==> src/jtt_pkg.sv <==
`timescale 1ns / 1ps
// ----------------------------------------------------------------------------
// jtt_pkg: shared types and constants of the job timer table
// Holds operation, status and result codes plus the default slot count.
// ----------------------------------------------------------------------------
package jtt_pkg;

  localparam int SlotCountDefault = 16;

  localparam logic [2:0] OP_TICK     = 3'd0;
  localparam logic [2:0] OP_ONE_SHOT = 3'd1;
  localparam logic [2:0] OP_PERIODIC = 3'd2;
  localparam logic [2:0] OP_DAILY    = 3'd3;
  localparam logic [2:0] OP_CANCEL   = 3'd4;

  localparam logic [2:0] ST_OK       = 3'd0;
  localparam logic [2:0] ST_BAD      = 3'd1;
  localparam logic [2:0] ST_DUP      = 3'd2;
  localparam logic [2:0] ST_FULL     = 3'd3;
  localparam logic [2:0] ST_NOTFOUND = 3'd4;

  localparam logic [1:0] KIND_SETUP  = 2'd0;
  localparam logic [1:0] KIND_FIRED  = 2'd1;
  localparam logic [1:0] KIND_DONE   = 2'd2;

  localparam logic [31:0] SecPerDay = 32'd86400;

  // Epoch split into day and second of day.
  typedef struct packed {
    logic [31:0] day;
    logic [16:0] sec;
  } day_split_t;

endpackage

==> src/jtt_day_div.sv <==
`timescale 1ns / 1ps
// ----------------------------------------------------------------------------
// jtt_day_div: split of the epoch into day and second of day
// Reciprocal multiply for the day, then a multiply-back for the remainder;
// done is registered together with sec_q, so the result is valid while done is high.
// ----------------------------------------------------------------------------
module jtt_day_div (
  input  logic                clk,
  input  logic                rst,
  input  logic                go,
  input  logic [31:0]         dividend,
  output logic                done,
  output jtt_pkg::day_split_t result
);

  // 2^35 / 675 rounded up; exact quotient for any 25-bit numerator.
  localparam logic [25:0] RecipDay = 26'd50903317;

  logic [31:0] num;
  logic [50:0] prod;
  logic [15:0] day_q;
  logic [16:0] sec_q;
  logic [2:0]  phase;
  logic [32:0] day_secs;

  assign day_secs = 33'(day_q) * 33'(jtt_pkg::SecPerDay);

  always_ff @(posedge clk) begin
    if (rst) begin
      phase <= '0;
      done  <= 1'b0;
    end else begin
      phase <= {phase[1:0], go};
      done  <= phase[2];
    end
  end

  // 86400 is 128 times 675, so the low seven bits drop out before the multiply.
  always_ff @(posedge clk) begin
    if (go) num <= dividend;
    if (phase[0]) prod <= 51'(num[31:7]) * 51'(RecipDay);
    if (phase[1]) day_q <= prod[50:35];
    if (phase[2]) sec_q <= 17'(num - day_secs[31:0]);
  end

  assign result.day = {16'd0, day_q};
  assign result.sec = sec_q;

endmodule

==> src/job_timer_table.sv <==
`timescale 1ns / 1ps
// ----------------------------------------------------------------------------
// job_timer_table: table of one-shot, periodic and daily jobs
// Set-up items add or cancel jobs; a tick fires the jobs that are due.
// ----------------------------------------------------------------------------
// Channel | Signals                                         | Handshake
// input   | op job_id time_value hour_utc minute_utc        | start & !busy
//         | now_ms wall_valid epoch_seconds                 |
// result  | kind status fired_job_id last                   | strobe
//
// A set-up checks one slot per cycle in S_SCAN with the shared compare unit,
// then the table is written and the status is shown in S_WRITE.
// A tick waits in S_DIV for the day split, scans one slot per cycle in
// S_TICK, then gives the closing beat in S_DONE.
// Reset clears every slot's used flag; the block is ready the cycle after.
// Results cannot be stalled; each beat lasts one cycle.
// ----------------------------------------------------------------------------
module job_timer_table #(
  parameter int SLOT_COUNT = jtt_pkg::SlotCountDefault
) (
  input  logic        clk,
  input  logic        rst,
  input  logic        start,
  output logic        busy,
  input  logic [2:0]  op,
  input  logic [7:0]  job_id,
  input  logic [31:0] time_value,
  input  logic [7:0]  hour_utc,
  input  logic [7:0]  minute_utc,
  input  logic [31:0] now_ms,
  input  logic        wall_valid,
  input  logic [31:0] epoch_seconds,
  output logic        strobe,
  output logic [1:0]  kind,
  output logic [2:0]  status,
  output logic [7:0]  fired_job_id,
  output logic        last
);

  localparam int IW = (SLOT_COUNT > 1) ? $clog2(SLOT_COUNT) : 1;
  localparam int CW = $clog2(SLOT_COUNT + 1);

  typedef enum logic [5:0] {
    S_IDLE  = 6'b000001,
    S_SCAN  = 6'b000010,
    S_WRITE = 6'b000100,
    S_DIV   = 6'b001000,
    S_TICK  = 6'b010000,
    S_DONE  = 6'b100000
  } state_t;

  state_t state;

  logic [SLOT_COUNT-1:0] used;
  logic [SLOT_COUNT-1:0] wallc;
  logic [SLOT_COUNT-1:0] rep;
  logic [SLOT_COUNT-1:0] primed;
  logic [7:0]  id_mem   [SLOT_COUNT];
  logic [31:0] due_mem  [SLOT_COUNT];
  logic [30:0] ivl_mem  [SLOT_COUNT];
  logic [16:0] sod_mem  [SLOT_COUNT];
  logic [31:0] lday_mem [SLOT_COUNT];

  logic [2:0]  r_op;
  logic [7:0]  r_id;
  logic [31:0] r_tv;
  logic [16:0] r_sod;
  logic [31:0] r_now;
  logic        r_wall;
  logic        bad;
  logic [CW-1:0] idx;
  logic [IW-1:0] slot;
  logic        found;
  logic [IW-1:0] match_slot;
  logic        have_free;
  logic [IW-1:0] free_slot;

  logic        div_go;
  logic        div_done;
  jtt_pkg::day_split_t split;

  assign slot = idx[IW-1:0];

  jtt_day_div u_div (
    .clk(clk), .rst(rst), .go(div_go), .dividend(epoch_seconds),
    .done(div_done), .result(split)
  );

  logic accept;
  assign accept = start && !busy;
  assign busy   = (state != S_IDLE);
  assign div_go = accept && (op == jtt_pkg::OP_TICK);

  // Argument check of a set-up item.
  logic in_bad;
  always_comb begin
    case (op)
      jtt_pkg::OP_ONE_SHOT: in_bad = (job_id == 8'd0) || time_value[31];
      jtt_pkg::OP_PERIODIC: in_bad = (job_id == 8'd0) || time_value[31] ||
                                     (time_value == 32'd0);
      jtt_pkg::OP_DAILY:    in_bad = (job_id == 8'd0) || (hour_utc > 8'd23) ||
                                     (minute_utc > 8'd59);
      jtt_pkg::OP_CANCEL:   in_bad = (job_id == 8'd0);
      default:              in_bad = 1'b1;
    endcase
  end

  // Per-slot tick decision for the current slot.
  logic [31:0] diff;
  logic        mono_due;
  logic        sec_ge;
  logic [31:0] lday_eff;
  logic        day_fire;
  logic        fire;
  assign diff     = r_now - due_mem[slot];
  assign mono_due = !diff[31];
  assign sec_ge   = split.sec >= sod_mem[slot];
  assign lday_eff = primed[slot] ? lday_mem[slot]
                  : (sec_ge ? split.day : split.day - 32'd1);
  assign day_fire = r_wall && sec_ge && (lday_eff != split.day);
  assign fire     = used[slot] && (wallc[slot] ? day_fire : mono_due);

  logic [16:0] sod_calc;
  assign sod_calc = 17'(hour_utc[4:0]) * 17'd3600 + 17'(minute_utc[5:0]) * 17'd60;

  always_ff @(posedge clk) begin
    if (rst) begin
      state  <= S_IDLE;
      used   <= '0;
      strobe <= 1'b0;
    end else begin
      strobe <= 1'b0;
      unique case (state)
        S_IDLE: begin
          if (accept) begin
            idx   <= '0;
            found <= 1'b0;
            have_free <= 1'b0;
            state <= (op == jtt_pkg::OP_TICK) ? S_DIV : S_SCAN;
          end
        end
        S_SCAN: begin
          if (used[slot] && id_mem[slot] == r_id && !found) begin
            found      <= 1'b1;
            match_slot <= slot;
          end
          if (!used[slot] && !have_free) begin
            have_free <= 1'b1;
            free_slot <= slot;
          end
          idx <= idx + CW'(1);
          if (idx == CW'(SLOT_COUNT - 1)) state <= S_WRITE;
        end
        S_WRITE: begin
          strobe       <= 1'b1;
          kind         <= jtt_pkg::KIND_SETUP;
          fired_job_id <= 8'd0;
          last         <= 1'b1;
          state        <= S_IDLE;
          if (r_op == jtt_pkg::OP_CANCEL) begin
            if (!bad && found) begin
              used[match_slot] <= 1'b0;
              status <= jtt_pkg::ST_OK;
            end else begin
              status <= jtt_pkg::ST_NOTFOUND;
            end
          end else if (bad) begin
            status <= jtt_pkg::ST_BAD;
          end else if (found) begin
            status <= jtt_pkg::ST_DUP;
          end else if (!have_free) begin
            status <= jtt_pkg::ST_FULL;
          end else begin
            status <= jtt_pkg::ST_OK;
            used[free_slot] <= 1'b1;
          end
        end
        S_DIV: begin
          if (div_done) state <= S_TICK;
        end
        S_TICK: begin
          if (fire) begin
            strobe       <= 1'b1;
            kind         <= jtt_pkg::KIND_FIRED;
            status       <= jtt_pkg::ST_OK;
            fired_job_id <= id_mem[slot];
            last         <= 1'b0;
            if (!wallc[slot] && !rep[slot]) used[slot] <= 1'b0;
          end
          idx <= idx + CW'(1);
          if (idx == CW'(SLOT_COUNT - 1)) state <= S_DONE;
        end
        S_DONE: begin
          strobe       <= 1'b1;
          kind         <= jtt_pkg::KIND_DONE;
          status       <= jtt_pkg::ST_OK;
          fired_job_id <= 8'd0;
          last         <= 1'b1;
          state        <= S_IDLE;
        end
        default: state <= S_IDLE;
      endcase
    end
  end

  // Captured item and slot payload writes.
  always_ff @(posedge clk) begin
    if (accept) begin
      r_op   <= op;
      r_id   <= job_id;
      r_tv   <= time_value;
      r_sod  <= sod_calc;
      r_now  <= now_ms;
      r_wall <= wall_valid;
      bad    <= in_bad;
    end
    if (state == S_WRITE && r_op != jtt_pkg::OP_CANCEL && !bad && !found &&
        have_free) begin
      id_mem[free_slot]   <= r_id;
      wallc[free_slot]    <= (r_op == jtt_pkg::OP_DAILY);
      rep[free_slot]      <= (r_op != jtt_pkg::OP_ONE_SHOT);
      primed[free_slot]   <= 1'b0;
      due_mem[free_slot]  <= r_now + r_tv;
      ivl_mem[free_slot]  <= r_tv[30:0];
      sod_mem[free_slot]  <= (r_op == jtt_pkg::OP_DAILY) ? r_sod : 17'd0;
      lday_mem[free_slot] <= '0;
    end
    if (state == S_TICK && used[slot]) begin
      if (!wallc[slot]) begin
        if (mono_due && rep[slot]) due_mem[slot] <= r_now + 32'(ivl_mem[slot]);
      end else if (r_wall) begin
        primed[slot]   <= 1'b1;
        lday_mem[slot] <= day_fire ? split.day : lday_eff;
      end
    end
  end

`ifndef ASSERT_OFF
  a_busy_strobe: assert property (@(posedge clk) disable iff (rst)
    strobe && last |-> !busy) else $error("last beat while still busy");
  a_setup_last: assert property (@(posedge clk) disable iff (rst)
    strobe && kind == jtt_pkg::KIND_SETUP |-> last) else $error("set-up beat not last");
  a_fired_id: assert property (@(posedge clk) disable iff (rst)
    strobe && kind == jtt_pkg::KIND_FIRED |-> fired_job_id != 8'd0 && !last)
    else $error("fired beat with empty id");
  a_div_wait: assert property (@(posedge clk) disable iff (rst)
    state == S_TICK |-> $past(state == S_DIV) || $past(state == S_TICK))
    else $error("tick scan without division");
`endif

endmodule

==> config.mk <==
export PLATFORM = sky130hd
export DESIGN_NAME = job_timer_table
export DESIGN_NICKNAME = d
export VERILOG_FILES = /design/src/jtt_pkg.sv /design/src/jtt_day_div.sv /design/src/job_timer_table.sv
export SDC_FILE = /design/constraint.sdc
export NUM_CORES = 2
export LEC_CHECK = 0
export BUFFER_PORTS_ARGS = -buffer_cell sky130_fd_sc_hd__buf_2
export CAP_MARGIN = 20
export CORE_ASPECT_RATIO = 1.2
export CORE_MARGIN = 2
export CORE_UTILIZATION = 63
export CTS_CLUSTER_DIAMETER = 80
export DETAILED_ROUTE_END_ITERATION = 16
export HOLD_SLACK_MARGIN = 0.08
export PLACE_DENSITY_LB_ADDON = 0.12
export SLEW_MARGIN = 20
export SYNTH_ARGS = -nofsm -noshare
export SYNTH_HDL_FRONTEND = slang
export SYNTH_SLANG_ARGS = --single-unit
export TNS_END_PERCENT = 100
==> constraint.sdc <==
create_clock -name clk -period 12.5 [get_ports clk]
set_input_delay 0.625 -clock clk [delete_from_list [all_inputs] [get_ports clk]]
set_output_delay 0.625 -clock clk [all_outputs]
set_load 0.03 [all_outputs]
==> After elaboration in Yosys (flattened, before gate mapping) <==
Memory sizes are Yosys's and may differ from the RTL's. A register that Yosys moved wholly into a read port is not among the register bits.
Index checks and enable logic that the tools add are counted.
{ "word_totals": {"mem_count": 5, "wordCells": 227, "out_inout_bits": 16, "mem_bits_rw": 1920, "input_bits": 127, "latchBits": 0, "register_bits": 314, "romBits": 0} }
{ "classes": {"bitwise_logic": 9, "n_mul": 4, "muxes": 83, "div": 0, "shift": 0, "addsub": 7, "n_eq_ne": 30, "n_reduce_logical": 52, "n_lt_le_gt_ge": 9} }
{ "memory_table": {"columns": ["memory", "depth", "width", "rd", "rd_clocked_by_memory_dff", "write_ports", "line", "rtl"], "rows": [
  ["due_mem", 16, 32, 1, 1, 1, "job_timer_table.sv:59", "logic [31:0] due_mem [SLOT_COUNT];"],
  ["lday_mem", 16, 32, 1, 1, 1, "job_timer_table.sv:62", "logic [31:0] lday_mem [SLOT_COUNT];"],
  ["ivl_mem", 16, 31, 1, 1, 1, "job_timer_table.sv:60", "logic [30:0] ivl_mem [SLOT_COUNT];"],
  ["sod_mem", 16, 17, 1, 1, 1, "job_timer_table.sv:61", "logic [16:0] sod_mem [SLOT_COUNT];"],
  ["id_mem", 16, 8, 1, 1, 1, "job_timer_table.sv:58", "logic [7:0] id_mem [SLOT_COUNT];"]
]} }
{ "ops": {"columns": ["op", "count"], "rows": [
  ["16-bit two-way mux", 11],
  ["32-bit two-way mux", 5],
  ["32-bit OR reduction", 2],
  ["25-bit by 26-bit multiplier with 51-bit output (second input constant)", 1],
  ["16-bit AND", 3],
  ["16-bit inverter", 3],
  ["32-bit by 31-bit adder with 32-bit output", 1],
  ["32-bit adder", 1],
  ["16-bit bitwise mux", 2],
  ["32-bit zero test", 1],
  ["4-bit two-way mux", 8],
  ["32-bit by 16-bit inequality test with 1-bit output", 1],
  ["16-bit bitwise OR", 2],
  ["16-bit case mux with 2 select lines", 1],
  ["32-bit subtractor", 1],
  ["1-bit two-way mux", 25],
  ["6-bit two-way mux", 4],
  ["6-bit case mux with 4 select lines", 1],
  ["1-bit logical AND", 19],
  ["17-bit by 12-bit adder with 17-bit output", 1],
  ["17-bit >= comparator", 1],
  ["17-bit two-way mux", 1],
  ["16-bit by 1-bit subtractor with 17-bit output (second input constant)", 1],
  ["17-bit subtractor", 1],
  ["47 further kinds", 97]
]} }

==> Logic depth before layout (Yosys ltp) <==
{ "logic_depth": {"word_depth": 11, "depth_mapped": 35, "ltp_nobuf": 26} }

==> By module <==
From an unflattened synthesis, not the netlist that was laid out.
{ "unflattened": {"cells_unflattened": 5593, "hier_area_um2": 99222.7} }
{ "modules_own_cells": {"columns": ["module", "instances", "area_per_inst_um2", "cells_per_inst", "seq_area_each_um2"], "rows": [
  ["job_timer_table", 1, 86007.5, 4382, 62149.6],
  ["jtt_day_div", 1, 13215.2, 1211, 2512.4]
]} }

==> Worst setup path after synthesis <==
No wires, ideal clock.
{ "synth_path": {"path_kind": "flip-flop to flip-flop", "startpoint": "reg (tool-made name)", "endpoint": "mem due_mem[0][30], data pin", "setup_slack_ps": 3529, "t_arrival_ps": 8552, "period_less_slack_ps": 8971, "setup_ps": 419, "n_path_buf": 12, "stages_incl_launch_ff": 35, "required_ps": 12081, "cell_sequence": "dfxtp_1 -> buf_6 -> buf_12 -> buf_6 -> buf_4 -> buf_6 -> buf_6 -> buf_2 -> buf_2 -> buf_2 -> buf_2 -> mux4_2 -> mux4_2 -> inv_1 -> ha_1 -> a21o_1 -> a21oi_1 -> o21ai_0 -> o311a_1 -> nor4b_1 -> o21a_1 -> o211a_1 -> buf_2 -> buf_2 -> mux2_2 -> ha_1 -> inv_1 -> o21bai_1 -> a2111oi_0 -> o21ai_0 -> a21oi_1 -> o31ai_1 -> a211o_1 -> a21oi_1 -> o311ai_0"} }
{ "synth_lines": {"columns": ["element", "line"], "rows": [
  ["end: declaration", "job_timer_table.sv:59"]
]} }

==> summary.md <==
| Metric | Value |
|---|---|
| Total track usage | 29.4% |
| Port Buffers | 142 |
| Fin crit share | 80.0% |
| Synth Cell Area | 0.0976 mm2 |
| RSZ-0062 raised after global routing | no |
| Grt ovf | 0 |
| Initial Util | 63.3% |
| MaxCap Viol Count | 0 |
| P_leak | 39.4 nW |
| Initial antenna violation count | 4 |
| Multi-input gate area | 0.0307 mm2 |
| Skew final | 52.1 ps |
| Final WL | 226 mm |
| EDFF count, synth | 2,122 |
| CTS tree | yes |
| Residual DRC | 0 |
| Fillers | 9,454 |
| Core Util, Final | 70.6% |
| Starting DRT DRC Count | 5,918 |
| Setup crit start kind | register |
| Crit-path max FO | 65 |
| Worst-Margin Slew | 1100 ps |
| Post-Synth Simple-Gate Area | 2.54% |
| Syn avg cell area | 18.6 um2 |
| Final setup vio count | 0 |
| Synth Flop Type | edfxtp_1 |
| Core footprint | 0.154 mm2 |
| Hold Path Stages | 1 |
| Syn nets | 6,007 |
| P per Cell Area | 194 mW/mm2 |
| Register bit total from synthesis | 2,169 |
| Remaining antenna violation count | 0 |
| # rows | 158 |
| Synth warn | 0 |
| CTS buffer count | 200 |
| Clk root buf | clkbuf_16 |
| Detailed placer's ending HPWL | 130 mm |
| Via count | 50,400 |
| Sequential area share after synthesis | 66.2% |
| CP required | 13,000 ps |
| Hold crit path type | input port to register |
| Average wire per standard cell | 29.2 um |
| Clk slew on worst S/H paths | 60 ps |
| Max transition margin | 26.5% |
| Final instance area | 0.109 mm2 |
| Gpl congestion | 0.871 |
| First-pass GRT wire length | 337 mm |
| Count leader, synth | edfxtp_1 |
| Pre-CTS WS | 2400 ps |
| Status | finished, final reports clean |
| F_max | 100 MHz |
| Main combinational cell family by area after synthesis | multiplexers |
| Placed cell area | 0.101 mm2 |
| Post-route minimum period | 10,000 ps |
| Post-Synth XOR/XNOR Area | 1.02% |
| Share of the synthesized area in the top cell type | 65.3% |
| Pins Over Slew Limit | 0 |
| R2r worst-path depth | 24 |
| Worst vdd ir | 164 uV |
| Clock Path Buffers | 3 |
| Postcts setup bufs | 0 |
| Clk_lat worst skew | 850 ps |
| Mapped Cells | 5,237 |
| Critical Path Sink Type | register |
| Die area | 0.158 mm2 |
| Drt first pass iters | 6 |
| Adder-Cell Fraction of Synth Area | 9.77% |
| Htree depth | 4 |
| Vias in the first global route | 51,400 |
| I/O Pins | 143 |
| Nets | 6,365 |
| Asr flop ratio synth | 0% |
| Vias per cell | 6.48 |
| Largest net degree at the start of global routing | 129 |
| WS Path Type | register to register |
| Compound-Gate Fraction of Synth Area | 3.17% |
| Die height | 435 um |
| Mux share of post-synthesis cell area | 14.4% |
| Die W | 363 um |
| Setup WS post-layout | 2500 ps |
| Main area contributors after synthesis | edfxtp_1 65%, mux4_2 14%, ha_1 5.7% |
| Clk sinks | 2,169 |
| Synth cell count leaders | 2,122 x edfxtp_1, 586 x mux4_2, 489 x inv_1 |
| Arr. time, crit path | 10,500 ps |
| Register area | 0.0647 mm2 |
| Distinct cell type count after synthesis | 85 |
| Setup TNS | 0 ps |
| Area Growth Syn to Fin | 11.5% |
| Register-to-register setup slack | 2500 ps |
| Fin. Hold Viols | 0 |
| Ratio of cells with drive above 1 in the final layout | 21.8% |
| Power Total | 21.1 mW |
| Largest area contributor in the netlist | edfxtp_1 |
flip-flops by register name, summed over array words and instances, names as in the netlist, 16 cells and up, named ones only:
register     count
wallc           16
r_tv            32
u_div.day_q     16
u_div.num       32
u_div.sec_q     17
primed          16
used            16
due_mem        512
id_mem         128
u_div.prod      16
ivl_mem        496
rep             16
r_now           32
sod_mem        240
lday_mem       512
repair_timing:
action,4_1_cts,5_1_grt
hold buffers,107,0
gates resized for setup,0,0
endpoints found under the hold margin,107,0
critical path, stage by stage, from the launching register on:
cell	delay, ps
dfxtp_4	920
buf_12	490
mux4_2	580
mux4_2	490
inv_1	80
ha_1	240
a21o_1	180
a21oi_1	170
o21ai_0	110
o311a_1	410
nor4b_1	630
o21a_1	210
o211a_2	910
mux2_2	460
ha_1	280
a21o_1	100
a21oi_1	120
o21ai_0	290
nand3_1	150
a21boi_0	530
a21oi_1	340
o21ai_0	720
a211o_1	240
a21oi_1	80
xnor2_1	760
metal layers:
layer  routed length [um]  up-vias  track usage (%)  share of wire, %
li1                     -    21300                -                 -
met1                90100    26300             43.2                40
met2               110000     2402             46.5                49
met3                19900      348             4.71               8.8
met4                 6280        4             8.39               2.8
met5                   29        -                0             0.013
per-stage QoR:
| stage | std cells | hold slack, ps |
|---|---|---|
| after floorplan | 5237 | 400 |
| after global placement | 7282 | 401 |
| after detailed placement | 7282 | 405 |
| after CTS | 7763 | 87.2 |
| after global routing | 7768 | 102 |
| final | 7768 | 140 |
worst paths after layout:
path / to / startpoint
worst max-delay path: due_mem[9][29] / register
worst min-delay path: r_tv[31] / time_value[31]
worst max register to register: due_mem[9][29] / register
worst min register to register: u_div.day_q[7] / u_div.prod[42]
report_power, final:
group          switching (mW)  internal (mW)  leakage (nW)  total (mW)
logic                    3.31           2.58          15.3        5.89
clock network            2.67           3.37          3.15        6.04
registers               0.341           8.81          20.9        9.15
area by class of cell:
cell class              count  share of cell area (%)
inverters                 490                    1.72
clock inverters           132                    1.14
flip-flops and latches   2169                    59.4
repair buffers            343                    2.40
clock buffers             242                    4.84
well taps                2000                    2.30
diodes                      1                 0.00230
multi-input cells        2391                    28.2
cell usage in the layout, fill, tap and decap left out, types with 16 or more instances in the layout:
| master | count |
|---|---|
| o21ai_0 | 60 |
| clkbuf_16 | 205 |
| buf_2 | 142 |
| nor2b_1 | 45 |
| and2_1 | 35 |
| a211oi_1 | 25 |
| a21o_1 | 36 |
| clkbuf_1 | 37 |
| o31ai_1 | 19 |
| buf_4 | 83 |
| nor3_1 | 28 |
| inv_1 | 471 |
| nor2_1 | 107 |
| a22o_1 | 19 |
| mux2_2 | 38 |
| dfxtp_1 | 43 |
| clkinv_1 | 44 |
| o21bai_1 | 19 |
| bufinv_16 | 17 |
| o21ai_4 | 32 |
| nand3_1 | 33 |
| edfxtp_1 | 2122 |
| nand4_1 | 22 |
| xnor2_1 | 64 |
| nor4_1 | 23 |
| nand2_1 | 138 |
| xor2_1 | 30 |
| ha_1 | 444 |
| mux4_2 | 586 |
| dlygate4sd3_1 | 107 |
| clkinv_2 | 54 |
| fa_1 | 199 |
| a21oi_1 | 127 |
| nand2b_1 | 16 |
| a22oi_1 | 20 |
| mux2i_1 | 40 |
logic make-up after synthesis:
group | Yosys count
AND/OR/NAND/NOR | 498
adder cells (fa/ha/maj) | 643
AO/OA/AOI/OAI | 472
XOR/XNOR | 113
buffers and inverters | 677
flip-flops | 2169
multiplexers | 665
Power figures use the tool's default switching activity.
